==> src/hw/rtl/linear_probe_hash_table_assert.svh <==
// Assertion macros for the hash table block.
// Used by lpht_back through `include; compiled out under SYNTHESIS.
`ifndef LINEAR_PROBE_HASH_TABLE_ASSERT_SVH
`define LINEAR_PROBE_HASH_TABLE_ASSERT_SVH
`ifndef SYNTHESIS
`define LPHT_ASSERT_ALWAYS(lbl, clk, rst_n, cond) \
  lbl: assert property (@(posedge clk) disable iff (!rst_n) (cond)) \
    else $error("lpht assertion failed");
`define LPHT_ASSERT_IMPL(lbl, clk, rst_n, ante, cons) \
  lbl: assert property (@(posedge clk) disable iff (!rst_n) (ante) |-> (cons)) \
    else $error("lpht assertion failed");
`else
`define LPHT_ASSERT_ALWAYS(lbl, clk, rst_n, cond)
`define LPHT_ASSERT_IMPL(lbl, clk, rst_n, ante, cons)
`endif
`endif

==> src/hw/rtl/lpht_pkg.sv <==
// Shared types and constants of the hash table block.
// No dependencies.
`default_nettype none
package lpht_pkg;
  localparam int TABLE_SLOTS = 256;
  localparam int SLOT_W      = $clog2(TABLE_SLOTS);
  localparam int COUNT_W     = $clog2(TABLE_SLOTS + 1);
  localparam int KEY_W       = 64;
  localparam int VAL_W       = 64;
  localparam int IDX_W       = 8;
  localparam int KEY_BYTES   = 8;
  localparam int HASH_SEED   = 42;
  localparam int QDEPTH      = 2;
  localparam int HSTEPS      = 6;
  localparam int HSTEP_W     = $clog2(HSTEPS);

  // seed ^ key length, also the initial h2
  localparam logic [63:0] SEED_MIX = 64'(HASH_SEED ^ KEY_BYTES);

  localparam logic [63:0] MUL_C [HSTEPS] = '{
    64'h87c37b91114253d5, 64'h4cf5ad432745937f,
    64'hff51afd7ed558ccd, 64'hc4ceb9fe1a85ec53,
    64'hff51afd7ed558ccd, 64'hc4ceb9fe1a85ec53
  };

  typedef enum logic [1:0] {
    CMD_INSERT, CMD_REMOVE, CMD_LOOKUP, CMD_UPDATE
  } cmd_t;

  typedef enum logic [2:0] {
    ST_OK, ST_NOT_FOUND, ST_PRESENT, ST_FULL, ST_EMPTY_KEY
  } status_t;

  typedef enum logic [1:0] {F_IDLE, F_HASH, F_PUSH} front_state_t;

  typedef enum logic [2:0] {
    B_IDLE, B_FIND, B_VAL, B_ERASE, B_MOVE, B_RESP
  } back_state_t;

  typedef struct packed {
    cmd_t              cmd;
    logic [KEY_W-1:0]  key;
    logic [VAL_W-1:0]  value;
    logic [SLOT_W-1:0] home;
    logic              empty_key;
  } job_t;

  typedef struct packed {
    logic [SLOT_W-1:0] home;
    logic [KEY_W-1:0]  key;
  } slot_rec_t;
endpackage
`default_nettype wire

==> src/hw/rtl/lpht_queue.sv <==
// Short job queue between the hashing front end and the table engine.
// Depends on lpht_pkg.
`default_nettype none
module lpht_queue (
  input  wire logic          clk,
  input  wire logic          rst_n,
  input  wire logic          push_valid,
  output logic               push_ready,
  input  wire lpht_pkg::job_t push_job,
  output logic               pop_valid,
  input  wire logic          pop_ready,
  output lpht_pkg::job_t     pop_job
);
  localparam int PW = $clog2(lpht_pkg::QDEPTH);
  localparam int CW = $clog2(lpht_pkg::QDEPTH + 1);

  lpht_pkg::job_t  mem_r [lpht_pkg::QDEPTH];
  logic [PW-1:0]   wp_r, rp_r;
  logic [CW-1:0]   cnt_r;
  logic            do_push, do_pop;

  assign push_ready = (cnt_r != CW'(lpht_pkg::QDEPTH));
  assign pop_valid  = (cnt_r != '0);
  assign do_push    = push_valid && push_ready;
  assign do_pop     = pop_valid && pop_ready;
  assign pop_job    = mem_r[rp_r];

  always_ff @(posedge clk) begin
    if (!rst_n) begin
      wp_r  <= '0;
      rp_r  <= '0;
      cnt_r <= '0;
    end else begin
      if (do_push) begin
        wp_r <= (wp_r == PW'(lpht_pkg::QDEPTH - 1)) ? '0 : wp_r + 1'b1;
      end
      if (do_pop) begin
        rp_r <= (rp_r == PW'(lpht_pkg::QDEPTH - 1)) ? '0 : rp_r + 1'b1;
      end
      cnt_r <= cnt_r + CW'(do_push) - CW'(do_pop);
    end
    if (do_push) begin
      mem_r[wp_r] <= push_job;
    end
  end
endmodule
`default_nettype wire

==> config.mk <==
export PLATFORM = sky130hd
export DESIGN_NAME = lpht_queue
export DESIGN_NICKNAME = d
export VERILOG_FILES = /design/src/hw/rtl/linear_probe_hash_table_assert.svh /design/src/hw/rtl/lpht_pkg.sv /design/src/hw/rtl/lpht_queue.sv
export SDC_FILE = /design/constraint.sdc
export NUM_CORES = 1
export LEC_CHECK = 0
export BUFFER_PORTS_ARGS = -buffer_cell sky130_fd_sc_hd__buf_2
export CORE_UTILIZATION = 56
export DETAILED_ROUTE_END_ITERATION = 6
export GPL_ROUTABILITY_DRIVEN = 0
export HOLD_SLACK_MARGIN = 0.08
export PLACE_DENSITY = 0.92
export SETUP_SLACK_MARGIN = 0.2
export SLEW_MARGIN = 20
export SYNTH_ARGS = -nofsm -noshare
export SYNTH_HDL_FRONTEND = slang
export SYNTH_SLANG_ARGS = --single-unit
export TNS_END_PERCENT = 30
==> constraint.sdc <==
create_clock -name clk -period 8.09 [get_ports clk]
set_input_delay 0 -clock clk [delete_from_list [all_inputs] [get_ports clk]]
set_output_delay 0 -clock clk [all_outputs]
set_load 0.01 [all_outputs]
# [Yosys cells after proc, flatten, opt, wreduce, memory -nomap -nowiden]
# Memories as Yosys holds them, arrays and structs flattened. A register that Yosys moved wholly into a read port is not among the register bits.
# Cells that the tools add are included.
[word_totals] rom_bits=0 ram_bits=278 inputBits=143 latch_bits=0 register_bits=4 out_inout_bits=141 memories=1
[mem_list] memory="mem_r" depth=2 word_bits=139 rd=1 rd_ports_with_merged_regs=1 write_ports=1 line_no="lpht_queue.sv:17" source="lpht_pkg::job_t mem_r [lpht_pkg::QDEPTH];"
[op_classes] addsub=4 n_reduce_logical=3 n_mul=0 div_mod_pow=0 n_eq_ne=1 n_lt_le_gt_ge=0 n_shift=0 n_mux=6 n_bitwise=0
[ops] cell="$mux 1" count=6
[ops] cell="$add 1x1->1 const B" count=2
[ops] cell="$add 2x1->2" count=1
[ops] cell="$logic_and 1x1->1" count=2
[ops] cell="$ne 2x2->1 const B" count=1
[ops] cell="$reduce_bool 2->1" count=1
[ops] cell="$sub 2x1->2" count=1

# [Logic depth before layout (Yosys ltp)]
[logic_depth] ltp_word=4 mapped_depth=6 depth_no_buf=6

# [Least setup slack after synthesis]
# Ideal clock, no wire load.
[synth_timing] path_kind="reg2reg" startpoint="register cnt_r[0]" endpoint="memory mem_r[1][0] (netlist bit), enable pin" setup_time_ns=0.516 stages_incl_launch_ff=3 t_required_ns=7.574 slack_ns=3.672 arrival_time_ns=3.902 period_less_slack_ns=4.418 n_path_buf=0 path_cell_list="dfxtp_1 -> nand2b_1 -> and3_1"
[synth_between] elab_chain_len=4
[synth_lines] element="from (decl)" line_no="lpht_queue.sv:19" source="logic [CW-1:0] cnt_r;"
[synth_lines] element="from (signal assigned)" line_no="lpht_queue.sv:40" source="cnt_r <= cnt_r + CW'(do_push) - CW'(do_pop);"
[synth_lines] element="$ne 2x2->1" line_no="lpht_queue.sv:22" source="assign push_ready = (cnt_r != CW'(lpht_pkg::QDEPTH));"
[synth_lines] element="net push_ready" line_no="lpht_queue.sv:8" source="output logic push_ready,"
[synth_lines] element="$logic_and 1x1->1" line_no="lpht_queue.sv:24" source="assign do_push = push_valid && push_ready;"
[synth_lines] element="$mux 1" line_no="lpht_queue.sv:42" source="if (do_push) begin"
[synth_lines] element="$mux 1 (implied by the code)" line_no="lpht_queue.sv:43" source="mem_r[wp_r] <= push_job;"
[synth_lines] element="to (decl)" line_no="lpht_queue.sv:17"
# The timed path passes the listed nets, and every way through them passes these cells.

==> summary.txt <==
Clock skew: 0.01133 ns
Placed cell count: 962
Setup-failing EPs final: 0
Share of power burned in registers: 48.4%
Crit path max fanout: 81
Internal power: 2.853 mW
Setup TNS: 0 ns
CTS Buffer Depth: 3
Setup repair after global routing missed its margin: false
Most common cell after layout, fill and taps aside: buf_2
Unique masters post-synth: 24
Gr ovfl total: 0
YS warnings: 0
Startpoint types: register
DR pass1 iterations: 4
Number of global-route vias before repair: 6358
Cell chain of the critical path: buf_4, mux2_2, buf_2
Max_cap viols: 0
Kind of critical path: reg -> out
Layout cell share with drive strength beyond 1: 50.60%
VDD IR max: 0.2557 mV
Die width: 137.8 microns
Post-Syn Area: 0.01032 sq mm
Worst skew pair latency: 0.53 ns
Total I/O pin count: 284
P per Cell Area: 270.7 mW/mm^2
Type of the tightest min-delay check: in -> reg
Post-route DRC: 0
First-pass GRT wire length: 33690 microns
Hold Slack: 0.1922 ns
Worst setup EP type: output pin
Clk slew on worst S/H paths: 0.06 ns
Initial Util: 57.28%
Syn Nets: 605
Slew Limit Fails: 0
Slew @ Worst Pin: 1.119 ns
Area growth syn-to-layout: 37.25%
Tot GR Track Use: 24.08%
Syn_area_per_cell: 22.40 sq um
WP data required: 8.09 ns
Row count: 49
Register area share after synthesis: 81.82%
Switch share: 25.61%
CTS tree: yes
Psw: 982.5 uW
Pin count of the biggest net entering global routing: 82
Period minus WS final: 3.020 ns
Die Y-Extent: 137.8 microns
RR Startpoint: cnt_r[0]$_SDFF_PN0_
Slew headroom: 25.37%
Worst path arrival time: 3.02 ns
Register area: 0.008452 sq mm
#FFs+latches synth: 283
ANT nets after route: 0
Max Freq: 331.2 MHz
Area of the multi-input gates: 0.001729 sq mm
H-tree depth: 1
Port bufs: 283
Status: complete, no violations
Hold Startpoint: push_job[42]
CTS buffer count: 27
Initial antenna violation count: 1
Starting DRT DRC Count: 344
WL final: 23510 microns
Most frequent cells in the layout: buf_2, edfxtp_1, dlygate4sd3_1, mux2_2, clkbuf_16
Logic pwr share: 20.7%
WL/cell: 20.39 microns
Fill count: 930
Num Clock Sinks: 283
Gate Count Post-Synth: 461
DR vias/cell: 5.197
Non-Filler Instances: 1153
Die ar.: 0.01898 sq mm
Tcrit/Tclk final: 37.32%
HPWL Detailed: 12400 microns
Post-cts resize count: 0
Clk pwr share: 30.9%
Final net count: 1049
Root buf cell: clkbuf_16
Leak: 5.354 nW
Hold Vio Cnt, Final: 0
Critical path's largest stage delay: 0.89 ns
Slowest-stage cell, CP: buf_4
Routed via count: 5992
Core Area: 0.01802 sq mm
-- cell families after synthesis --
family,share of synthesized area (%)
xor gates and xnor gates,0.08484
DFF,81.82
adders and majority gates,0.1212
and+or+nand+nor,0.7151
buffers and inverters,1.478
AOI/OAI and AO/OA,0.5212
muxes,15.26
-- metrics by stage --
| step | power (mW) | setup WS (ns) | utilization [%] | area [sq um] |
|---|---|---|---|---|
| after detailed placement | 2.602 | 5.394 | 66.15 | 11920 |
| after global placement | 2.573 | 5.470 | 66.15 | 11920 |
| after floorplan | 2.352 | 3.672 | - | 10320 |
| final | 3.836 | 5.070 | 78.62 | 14170 |
| after global routing | 3.976 | 4.921 | 78.62 | 14170 |
| after CTS | 3.828 | 5.074 | 78.61 | 14170 |
-- power groups by stage --
stage / Sequential [mW] / Combinational [mW] / Clock, mW
after CTS: 1.86 / 0.780 / 1.19
after global placement: 1.87 / 0.700 / 0
after detailed placement: 1.89 / 0.716 / 0
after floorplan: 1.86 / 0.495 / 0
after global routing: 1.87 / 0.844 / 1.26
final: 1.86 / 0.792 / 1.19
-- area by class of cell --
type | instances | share of cell area [%]
antenna | 1 | 0.01766
sequential | 283 | 59.64
tap | 229 | 2.022
inverter | 1 | 0.06180
timing repair buffer | 430 | 20.31
clock inverter | 13 | 0.7946
clock buffer | 34 | 4.953
multi-input combinational | 162 | 12.20
-- critical path, delay by kind of cell (launching register included) --
family   cells  cell delay (ns)
buf+inv      2             1.05
flops        1             0.85
mux          1             0.44
-- Yosys cell counts, drive strengths merged --
| cell type | number | area [sq um] |
|---|---|---|
| edfxtp | 278 | 8348 |
| mux2 | 139 | 1565 |
| buf | 15 | 148.9 |
| dfxtp | 5 | 100.1 |
| and2 | 3 | 18.77 |
| a21bo | 2 | 20.02 |
| nand2b | 2 | 12.51 |
| nor2 | 2 | 7.510 |
| o21ai | 2 | 10.01 |
| a211oi | 1 | 7.510 |
| a21boi | 1 | 7.510 |
| a32oi | 1 | 8.760 |
| and3 | 1 | 6.260 |
| ha | 1 | 12.51 |
| inv | 1 | 3.750 |
| mux2i | 1 | 10.01 |
| nand2 | 1 | 3.750 |
| nand3 | 1 | 5.000 |
| nand3b | 1 | 7.510 |
| nor2b | 1 | 6.260 |
| or2 | 1 | 6.260 |
| xnor2 | 1 | 8.760 |
-- worst paths after layout --
path / endpoint / slack (ns) / cells past startpoint
max reg2reg: mem_r[0][22]$_DFFE_PP_ / 5.40 / 4
max: pop_job[82] / 5.07 / 3
min reg2reg: register / 0.59 / 2
min: mem_r[0][42]$_DFFE_PP_ / 0.19 / 2
-- timing repair --
item	4_1_cts	5_1_grt
endpoints found under the hold margin	283	0
setup buffers	0	0
hold buffers	143	0
-- sequential cells by signal (all words and copies together), names as in the netlist, named ones only --
name and count:
wp_r 1, cnt_r 2, rp_r 1, mem_r 278
-- metal layers --
metal	vias up	share of wire, %	global-route usage [%]
met4	0	2.9	9.662
met1	2954	35	25.48
li1	2727	-	-
met2	255	56	46.09
met5	-	0	0
met3	56	6.2	5.040
No activity file was read; power rests on OpenSTA's default activity.
