File: config.mk
export PLATFORM = sky130hd
export DESIGN_NAME = lpht_front_flat
export DESIGN_NICKNAME = d
export VERILOG_FILES = /design/src/hw/rtl/linear_probe_hash_table_assert.svh /design/src/hw/rtl/lpht_pkg.sv /design/src/hw/rtl/lpht_if.sv /design/src/hw/rtl/lpht_front.sv /design/src/flat_wrapper.sv
export SDC_FILE = /design/constraint.sdc
export NUM_CORES = 2
export LEC_CHECK = 0
export ABC_AREA = 1
export BUFFER_PORTS_ARGS = -buffer_cell sky130_fd_sc_hd__buf_2
export CAP_MARGIN = 25
export CORE_AREA = 3 3 396 398
export CTS_BUF_LIST = sky130_fd_sc_hd__clkbuf_2 sky130_fd_sc_hd__clkbuf_4 sky130_fd_sc_hd__clkbuf_8
export CTS_CLUSTER_DIAMETER = 50
export DETAILED_ROUTE_END_ITERATION = 10
export DIE_AREA = 0 0 399 401
export HOLD_SLACK_MARGIN = 0.1
export SYNTH_ARGS = -nofsm -noshare
export SYNTH_HDL_FRONTEND = slang
export SYNTH_SLANG_ARGS = --single-unit
File: constraint.sdc
create_clock -name clk -period 12.1 [get_ports clk]
set_clock_uncertainty 0.05 [all_clocks]
set_input_delay 3.025 -clock clk [delete_from_list [all_inputs] [get_ports clk]]
set_output_delay 3.025 -clock clk [all_outputs]
set_load 0.03 [all_outputs]
File: src/hw/rtl/linear_probe_hash_table_assert.svh
// Assertion macros for the hash table block.
// Used by lpht_back through `include; compiled out under SYNTHESIS.
`ifndef LINEAR_PROBE_HASH_TABLE_ASSERT_SVH
`define LINEAR_PROBE_HASH_TABLE_ASSERT_SVH
`ifndef SYNTHESIS
`define LPHT_ASSERT_ALWAYS(lbl, clk, rst_n, cond) \
  lbl: assert property (@(posedge clk) disable iff (!rst_n) (cond)) \
    else $error("lpht assertion failed");
`define LPHT_ASSERT_IMPL(lbl, clk, rst_n, ante, cons) \
  lbl: assert property (@(posedge clk) disable iff (!rst_n) (ante) |-> (cons)) \
    else $error("lpht assertion failed");
`else
`define LPHT_ASSERT_ALWAYS(lbl, clk, rst_n, cond)
`define LPHT_ASSERT_IMPL(lbl, clk, rst_n, ante, cons)
`endif
`endif

File: src/hw/rtl/lpht_pkg.sv
// Shared types and constants of the hash table block.
// No dependencies.
`default_nettype none
package lpht_pkg;
  localparam int TABLE_SLOTS = 256;
  localparam int SLOT_W      = $clog2(TABLE_SLOTS);
  localparam int COUNT_W     = $clog2(TABLE_SLOTS + 1);
  localparam int KEY_W       = 64;
  localparam int VAL_W       = 64;
  localparam int IDX_W       = 8;
  localparam int KEY_BYTES   = 8;
  localparam int HASH_SEED   = 42;
  localparam int QDEPTH      = 2;
  localparam int HSTEPS      = 6;
  localparam int HSTEP_W     = $clog2(HSTEPS);

  // seed ^ key length, also the initial h2
  localparam logic [63:0] SEED_MIX = 64'(HASH_SEED ^ KEY_BYTES);

  localparam logic [63:0] MUL_C [HSTEPS] = '{
    64'h87c37b91114253d5, 64'h4cf5ad432745937f,
    64'hff51afd7ed558ccd, 64'hc4ceb9fe1a85ec53,
    64'hff51afd7ed558ccd, 64'hc4ceb9fe1a85ec53
  };

  typedef enum logic [1:0] {
    CMD_INSERT, CMD_REMOVE, CMD_LOOKUP, CMD_UPDATE
  } cmd_t;

  typedef enum logic [2:0] {
    ST_OK, ST_NOT_FOUND, ST_PRESENT, ST_FULL, ST_EMPTY_KEY
  } status_t;

  typedef enum logic [1:0] {F_IDLE, F_HASH, F_PUSH} front_state_t;

  typedef enum logic [2:0] {
    B_IDLE, B_FIND, B_VAL, B_ERASE, B_MOVE, B_RESP
  } back_state_t;

  typedef struct packed {
    cmd_t              cmd;
    logic [KEY_W-1:0]  key;
    logic [VAL_W-1:0]  value;
    logic [SLOT_W-1:0] home;
    logic              empty_key;
  } job_t;

  typedef struct packed {
    logic [SLOT_W-1:0] home;
    logic [KEY_W-1:0]  key;
  } slot_rec_t;
endpackage
`default_nettype wire

File: src/hw/rtl/lpht_if.sv
// Valid/ready channel interfaces for commands and results.
// Depends on nothing.
`default_nettype none
interface lpht_in_if;
  logic        valid;
  logic        ready;
  logic [1:0]  cmd;
  logic [63:0] key;
  logic [63:0] value;
  modport source (output valid, cmd, key, value, input ready);
  modport sink (input valid, cmd, key, value, output ready);
endinterface

`default_nettype wire

File: src/hw/rtl/lpht_front.sv
// Front end: accepts an item, flags empty keys and computes the home slot
// with a 32x32 multiplier shared over three partial products per 64-bit product.
// Depends on lpht_pkg and lpht_if.
`default_nettype none
module lpht_front (
  input  wire logic          clk,
  input  wire logic          rst_n,
  lpht_in_if.sink            in_itm,
  output logic               push_valid,
  input  wire logic          push_ready,
  output lpht_pkg::job_t     push_job
);
  lpht_pkg::front_state_t state_r, state_nxt;
  lpht_pkg::job_t         job_r, job_nxt;
  logic [63:0] x_r, x_nxt, acc_r, acc_nxt, h2_r, h2_nxt, f1_r, f1_nxt;
  logic [lpht_pkg::HSTEP_W-1:0] mi_r, mi_nxt;
  logic [1:0]  ph_r, ph_nxt;
  logic [63:0] op_a, op_b, prod, fin, fx;
  logic [31:0] ma, mb;

  always_ff @(posedge clk) begin
    if (!rst_n) begin
      state_r <= lpht_pkg::F_IDLE;
    end else begin
      state_r <= state_nxt;
    end
    job_r <= job_nxt;
    x_r   <= x_nxt;
    acc_r <= acc_nxt;
    h2_r  <= h2_nxt;
    f1_r  <= f1_nxt;
    mi_r  <= mi_nxt;
    ph_r  <= ph_nxt;
  end

  always_comb begin
    // fmix steps take x ^ (x >> 33) as multiplicand
    op_a = ((mi_r == 3'd2) || (mi_r == 3'd4)) ? (x_r ^ (x_r >> 33)) : x_r;
    op_b = lpht_pkg::MUL_C[mi_r];
    case (ph_r)
      2'd0:    begin ma = op_a[31:0];  mb = op_b[31:0];  end
      2'd1:    begin ma = op_a[31:0];  mb = op_b[63:32]; end
      default: begin ma = op_a[63:32]; mb = op_b[31:0];  end
    endcase
    prod = 64'(ma) * 64'(mb);
    fin  = acc_r + {prod[31:0], 32'h0};
    fx   = fin ^ (fin >> 33);
  end

  always_comb begin
    state_nxt  = state_r;
    job_nxt    = job_r;
    x_nxt      = x_r;
    acc_nxt    = acc_r;
    h2_nxt     = h2_r;
    f1_nxt     = f1_r;
    mi_nxt     = mi_r;
    ph_nxt     = ph_r;
    push_valid = 1'b0;
    in_itm.ready = (state_r == lpht_pkg::F_IDLE);
    unique case (state_r)
      lpht_pkg::F_IDLE: begin
        if (in_itm.valid) begin
          job_nxt.cmd       = lpht_pkg::cmd_t'(in_itm.cmd);
          job_nxt.key       = in_itm.key;
          job_nxt.value     = in_itm.value;
          job_nxt.home      = '0;
          job_nxt.empty_key = (in_itm.key[7:0] == 8'h00);
          x_nxt  = in_itm.key;
          mi_nxt = '0;
          ph_nxt = '0;
          state_nxt = (in_itm.key[7:0] == 8'h00) ? lpht_pkg::F_PUSH : lpht_pkg::F_HASH;
        end
      end
      lpht_pkg::F_HASH: begin
        if (ph_r == 2'd0) begin
          acc_nxt = prod;
          ph_nxt  = 2'd1;
          if (mi_r == 3'd2) begin
            h2_nxt = x_r + lpht_pkg::SEED_MIX;
          end
        end else if (ph_r == 2'd1) begin
          acc_nxt = fin;
          ph_nxt  = 2'd2;
        end else begin
          ph_nxt = 2'd0;
          mi_nxt = mi_r + 1'b1;
          case (mi_r)
            3'd0: x_nxt = {fin[32:0], fin[63:33]};
            3'd1: x_nxt = (fin ^ lpht_pkg::SEED_MIX) + lpht_pkg::SEED_MIX;
            3'd3: begin
              f1_nxt = fx;
              x_nxt  = h2_r;
            end
            3'd5: begin
              job_nxt.home = f1_r[lpht_pkg::SLOT_W-1:0] + fx[lpht_pkg::SLOT_W-1:0];
              state_nxt    = lpht_pkg::F_PUSH;
            end
            default: x_nxt = fx;
          endcase
        end
      end
      lpht_pkg::F_PUSH: begin
        push_valid = 1'b1;
        if (push_ready) begin
          state_nxt = lpht_pkg::F_IDLE;
        end
      end
      default: state_nxt = lpht_pkg::F_IDLE;
    endcase
  end

  assign push_job = job_r;
endmodule
`default_nettype wire

File: src/flat_wrapper.sv
// flat-port wrapper written by rule: the top's interface ports become plain ports
module lpht_front_flat 
  (clk, rst_n, push_valid, push_ready, push_job, in_itm_valid, in_itm_cmd, in_itm_key, in_itm_value, in_itm_ready);
  lpht_in_if in_itm_i ();
  input  wire logic clk;
  input  wire logic rst_n;
  output logic push_valid;
  input  wire logic push_ready;
  output lpht_pkg::job_t push_job;
  input wire logic [$bits(in_itm_i.valid)-1:0] in_itm_valid;
  input wire logic [$bits(in_itm_i.cmd)-1:0] in_itm_cmd;
  input wire logic [$bits(in_itm_i.key)-1:0] in_itm_key;
  input wire logic [$bits(in_itm_i.value)-1:0] in_itm_value;
  output wire logic [$bits(in_itm_i.ready)-1:0] in_itm_ready;
  assign in_itm_i.valid = in_itm_valid;
  assign in_itm_i.cmd = in_itm_cmd;
  assign in_itm_i.key = in_itm_key;
  assign in_itm_i.value = in_itm_value;
  assign in_itm_ready = in_itm_i.ready;
  lpht_front u_core (.clk(clk), .rst_n(rst_n), .in_itm(in_itm_i), .push_valid(push_valid), .push_ready(push_ready), .push_job(push_job));
endmodule
Yosys cells after proc, flatten, opt, wreduce, memory -nomap -nowiden
Memories as Yosys holds them, arrays and structs flattened.
Cells that the tools add are included.
- memories: 1
- output and inout bits: 141
- register bits: 346
- ROM bits: 512
- input bits: 134
- word-level logic and storage cells: 90
- bitwise logic cells: 6
- equality and inequality tests: 14
- $lt $le $gt $ge: 1
- multiplexer cells: 33
- reduce and logical (&&, ||, !) cells: 17
- multiply operators: 1
- $add $sub $neg: 5
- memory list (memory ; words ; width ; read ports ; clocked after memory_dff ; wr ports ; RTL line ; text):
    (name not given) ; 8 ; 64 ; 1 ; 0 ; 0 ; lpht_front.sv:39 ; op_b = lpht_pkg::MUL_C[mi_r];
- operators with widths (cell ; number):
    64-bit two-way mux ; 8
    64-bit one-hot mux with 4 select lines ; 1
    64-bit by 6-bit adder with 64-bit output (second input constant) ; 2
    64-bit one-hot mux with 2 select lines ; 1
    64-bit by 31-bit bitwise XOR with 64-bit output ; 2
    64-bit adder ; 1
    32-bit by 32-bit multiplier with 64-bit output ; 1
    32-bit two-way mux ; 2
    8-bit two-way mux ; 3
    2-bit two-way mux ; 9
    8-bit one-hot mux with 2 select lines ; 1
    5-bit AND reduction ; 3
    2-bit inequality test (second input constant) ; 6
    3-bit two-way mux ; 3
    9-bit two-way mux ; 1
    8-bit adder ; 1
    8-bit logical NOT ; 1
    4-bit AND reduction ; 2
    3-bit by 2-bit == test with 1-bit output (second input constant) ; 2
    3-bit == test (second input constant) ; 2
    2-bit one-hot mux with 3 select lines ; 1
    3-bit one-hot mux with 2 select lines ; 1
    2-bit AND reduction ; 3
    2-bit by 1-bit == test with 1-bit output (second input constant) ; 2
    15 further kinds ; 18

Longest topological paths before layout
- word-level depth: 13
- mapped depth: 55
- mapped depth without buffers: 53

Least setup slack after synthesis
No wires, ideal clock.
- path type: reg2reg
- from: register u_core.mi_r[0] (netlist bit)
- to: register u_core.x_r[63] (data pin)
- setup slack: 2762 ps
- stages on the path, launching flop included: 51
- clock period less this slack: 9338 ps
- library setup time: 252 ps
- data arrival time: 9036 ps
- cell sequence: edfxtp_1 -> inv_1 -> ha_1 -> inv_1 -> a21oi_1 -> buf_2 -> nand2_1 -> xor2_1 -> nand2_1 -> o21ai_1 -> inv_1 -> buf_2 -> nand2_1 -> fa_1 -> inv_1 -> fa_1 -> fa_1 -> inv_1 -> [15 not listed] -> a21oi_1 -> xor2_1 -> ha_1 -> inv_1 -> nor3_1 -> nand2_1 -> nor2_1 -> nand2_1 -> nand3_1 -> nand2_1 -> nor2_1 -> nand2_1 -> nor2_1 -> nand3_1 -> nand3_1 -> nand2_1 -> nand2_1 -> nand2_1
- cells in the longest elaborated chain, start to end: 12
- elaborated cells between the ends (all ways): 22
- classes of those cells: add/sub: 2; mul: 1; eq/ne: 5; mux: 9; bitwise: 2; reduce/logical: 2; memory: 1
- ends and longest elaborated chain (what ; RTL line ; text):
    start: declaration ; lpht_front.sv:16 ; logic [lpht_pkg::HSTEP_W-1:0] mi_r, mi_nxt;
    start signal: assignment ; lpht_front.sv:32 ; mi_r <= mi_nxt;
    3-bit NOT with 4-bit output (not written as such) * ; lpht_front.sv:39 ;
    memory 8 x 64 bit * ; - ;
    64-bit two-way mux (not written as such) * (2 in series) ; lpht_front.sv:39 ;
    named net u_core.op_b[41] ; lpht_front.sv:18 ; logic [63:0] op_a, op_b, prod, fin, fx;
    32-bit two-way mux * ; lpht_front.sv:40 ; case (ph_r)
    32-bit by 32-bit multiplier with 64-bit output * ; lpht_front.sv:45 ; prod = 64'(ma) * 64'(mb);
    64-bit adder * ; lpht_front.sv:46 ; fin = acc_r + {prod[31:0], 32'h0};
    64-bit by 6-bit adder with 64-bit output or 64-bit by 31-bit bitwise XOR with 64-bit output (tied branches) ; lpht_front.sv:90, lpht_front.sv:47 ;
    64-bit one-hot mux with 4 select lines * ; lpht_front.sv:88 ; case (mi_r)
    64-bit two-way mux * ; lpht_front.sv:82 ; end else if (ph_r == 2'd1) begin
    64-bit two-way mux * ; lpht_front.sv:76 ; if (ph_r == 2'd0) begin
    64-bit one-hot mux with 2 select lines * ; lpht_front.sv:61 ; unique case (state_r)
    named net u_core.x_nxt[63] ; lpht_front.sv:15 ; logic [63:0] x_r, x_nxt, acc_r, acc_nxt, h2_r, h2_nxt, f1_r, f1_nxt;
    end signal: assignment ; lpht_front.sv:28 ; x_r <= x_nxt;
    end: declaration ; lpht_front.sv:15 ;
The timed path passes the listed nets; every way through them passes the cells marked *. The select of a mux whose other input is x is not followed.
A chain may end at the register's enable or synchronous reset.

Worst setup path after layout
Ends and elaborated chain as after synthesis.

==> results.py <==
metrics = {
    "timing": {
        "timing.setup.tns_ns": 0,
        "final.min_clock_period_ns": 11.51,
        "setup_violations": 0,
        "worst_pin_slew_ns": 1.04,
        "setup_ws_ns": 0.592,
        "max-slew-margin-rel_pct": 30.3,
        "maxSlewViolCount": 0,
        "min_period_over_period_pct": 95.1,
        "rsz0062_at_grt": "no",
        "hold_viol_final": 0,
        "fmax_mhz": 86.9,
    },
    "global_routing": {
        "gr-total-overflow": 0,
        "grt_max_degree": 79,
        "grt.total_usage_pct": 26.8,
        "use_met2_pct": 39.8,
        "grt_pass1_wl_mm": 317,
        "grt_util_met1_pct": 37.7,
        "busiest_layer": "met2",
        "met3_usage_pct": 5.81,
        "grt_pass1_vias": 47300,
        "antenna_found_initial": 7,
    },
    "route": {
        "drt_iter0_markers": 5494,
        "via_per_inst": 5.25,
        "ant_nets": 0,
        "dr_total_vias": 46700,
        "wirelength_mm": 216,
        "drc_errors": 0,
        "dr.pass1.iters": 6,
        "routedWlPerCell_microns": 24.3,
    },
    "clocking": {
        "path_clk_slew_ns": 0.07,
        "cts_buffer_depth": 3,
        "clk-insertion-delay-late_ns": 0.71,
        "root_buffer": "clkbuf_8",
        "clock_sinks": 346,
        "cts_htree_levels": 2,
        "cts_resized": 0,
        "cts_tree": "yes",
        "postCtsHoldBufs": 0,
        "numCtsBuffers": 61,
        "postCtsSetupBuffers": 0,
    },
    "layout": {
        "fin_cells": 8887,
        "area_delta_synth_final_pct": 10.9,
        "drive_above_1_share_pct": 10.8,
        "num-nets-final": 8127,
    },
    "setup_path": {
        "cp.required_ns": 12.49,
        "path_class": "reg2reg",
        "slowest_stage": "xor2_1",
        "r2r-start": "u_core.mi_r[0]",
        "arrival_ns": 11.90,
        "r2r_cells": 47,
        "cp-start-kind": "register",
        "r2r_slack_ns": 0.59,
        "crit_top_cell": "nand2_1",
        "max_stage_delay_ns": 0.66,
        "reg2reg_to": "u_core.x_r[63]",
        "crit_path_max_fanout": 17,
        "end_kind": "register",
    },
    "placed_design": {
        "port_buffers": 274,
        "globalplace.congestion": 1.03,
        "dp.cells": 8764,
        "dpl_worst_slack_ns": 0.392,
        "place_hpwl_mm": 179,
    },
    "die": {
        "floorplan.die.height_microns": 401,
        "core_sq_um": 154000,
        "pin_count": 275,
        "start_util_pct": 35.0,
        "dieArea_sq_um": 160000,
        "fp.dieW_microns": 399,
        "placementRows": 144,
    },
    "synthesis": {
        "yosys.area.top_type_share_pct": 33.5,
        "yosysSeqAreaShare_pct": 19.3,
        "synthTopCellsByCount": "1578 x nand2_1, 1357 x inv_1, 898 x fa_1",
        "synth_cell_types": 59,
        "yosysMostFrequentCell": "nand2_1",
        "synth-edff-count": 344,
        "ys.flop_type": "edfxtp_1",
        "synth.area.top_cells": "fa_1 33%, edfxtp_1 19%, nand2_1 11%",
        "syn_area_per_cell_sq_um": 8.27,
        "synth-seq-cells": 346,
        "synth_cells": 6499,
        "synth-async-reset-ratio_pct": 0,
        "synth_area_leader_cell": "fa_1",
        "yosys_warnings": 0,
        "synth_area_sq_um": 53700,
        "syn_nets": 7841,
    },
    "min_path": {
        "hold_path_class": "reg2reg",
        "min_to": "u_core.h2_r[0]",
        "hp-start": "u_core.x_r[0]",
        "holdPathStages": 0,
    },
    "run": {
        "maxCapViolCount": 0,
    },
    "status": {
        "outcome": "complete, no violations",
    },
}
critical path, delay by kind of cell (launching register included):
kind | cells | cell delay (ns)
xor+xnor | 2 | 0.81
fa+ha+maj | 11 | 4.87
simple gates | 20 | 2.34
flops | 1 | 0.50
buf+inv | 9 | 1.37
compound gates | 5 | 1.27
stage by stage:
step | hold WS [ns] | instance area, sq um | util, %
3_5_place_dp | 0.412 | 58200 | 37.8
6_report | 0.442 | 59600 | 38.8
5_1_grt | 0.446 | 59600 | 38.7
3_3_place_gp | 0.420 | 58100 | 37.8
2_1_floorplan | 0.399 | 53700 | -
4_1_cts | 0.438 | 59500 | 38.7
sequential cells by signal, summed over array words and instances (netlist names):
register         cells
u_core.h2_r         64
u_core.mi_r          3
u_core.ph_r          2
u_core.acc_r        64
u_core.state_r       2
u_core.x_r          64
u_core.f1_r          8
u_core.push_job    139
logic make-up (layout without fill, tap and decap cells):
family	Yosys count	count (layout)	share of synthesized area [%]
AOI/OAI and AO/OA	497	497	5.36
and+or+nand+nor	2673	2673	20.7
buffers and inverters	1623	1961	11.5
DFF	346	346	19.3
adders and majority gates	1208	1208	40.7
xor gates and xnor gates	152	152	2.49
other	0	6	0
worst max-delay path by stage:
stage / endpoint / from / slack (ns) / cells past startpoint
2_1_floorplan: u_core.x_r[63] / u_core.mi_r[0] / 2.76 / 50
3_3_place_gp: u_core.x_r[61] / u_core.mi_r[0] / 0.32 / 46
3_5_place_dp: u_core.x_r[61] / u_core.mi_r[0] / 0.39 / 46
4_1_cts: u_core.x_r[61] / u_core.mi_r[0] / 0.33 / 46
5_1_grt: u_core.x_r[63] / u_core.mi_r[0] / 0.05 / 47
6_report: u_core.x_r[63] / u_core.mi_r[0] / 0.59 / 47
final cells by class:
| class | count | area, sq um |
|---|---|---|
| multi-input combinational | 4530 | 37300 |
| tap | 2044 | 2560 |
| clock inverter | 41 | 364 |
| sequential | 346 | 10400 |
| clock buffer | 74 | 937 |
| timing repair buffer | 452 | 2740 |
| inverter | 1394 | 5240 |
| antenna | 6 | 15.0 |
| fill | 15800 | 94100 |
cell usage in the layout, fill, tap and decap left out, types with 17 or more instances in the layout:
cell      netlist  layout
a21oi_1       165     161
nand2_2        43      43
clkinv_1       19      27
nand3_1       176     176
inv_2          18      24
nor4_1         21      21
clkbuf_8        0      61
edfxtp_1      344     344
xor2_1        130     126
buf_2          45     275
inv_1        1357    1352
a221oi_1       20      20
o211ai_1       30      30
nor3_1         56      56
fa_1          898     898
clkinv_2        0      17
o21ai_0       154     146
a31oi_1        43      42
nor2_1        657     642
nand4_1        48      48
nand2_1      1578    1578
o21ai_1        22      27
nor2_4         14      22
nor2_2         30      37
ha_1          310     309
xnor2_1        21      21
buf_4           3     175
metal layers:
metal / wire length [microns] / share of wire [%]
met1: 89500 / 41
met2: 92300 / 43
met3: 23100 / 11
met4: 10900 / 5.1
met5: 76 / 0.035
Power is left out: the tool's default activity adds up to more than one toggle a clock period on the data nets, which glitch-free logic cannot reach.
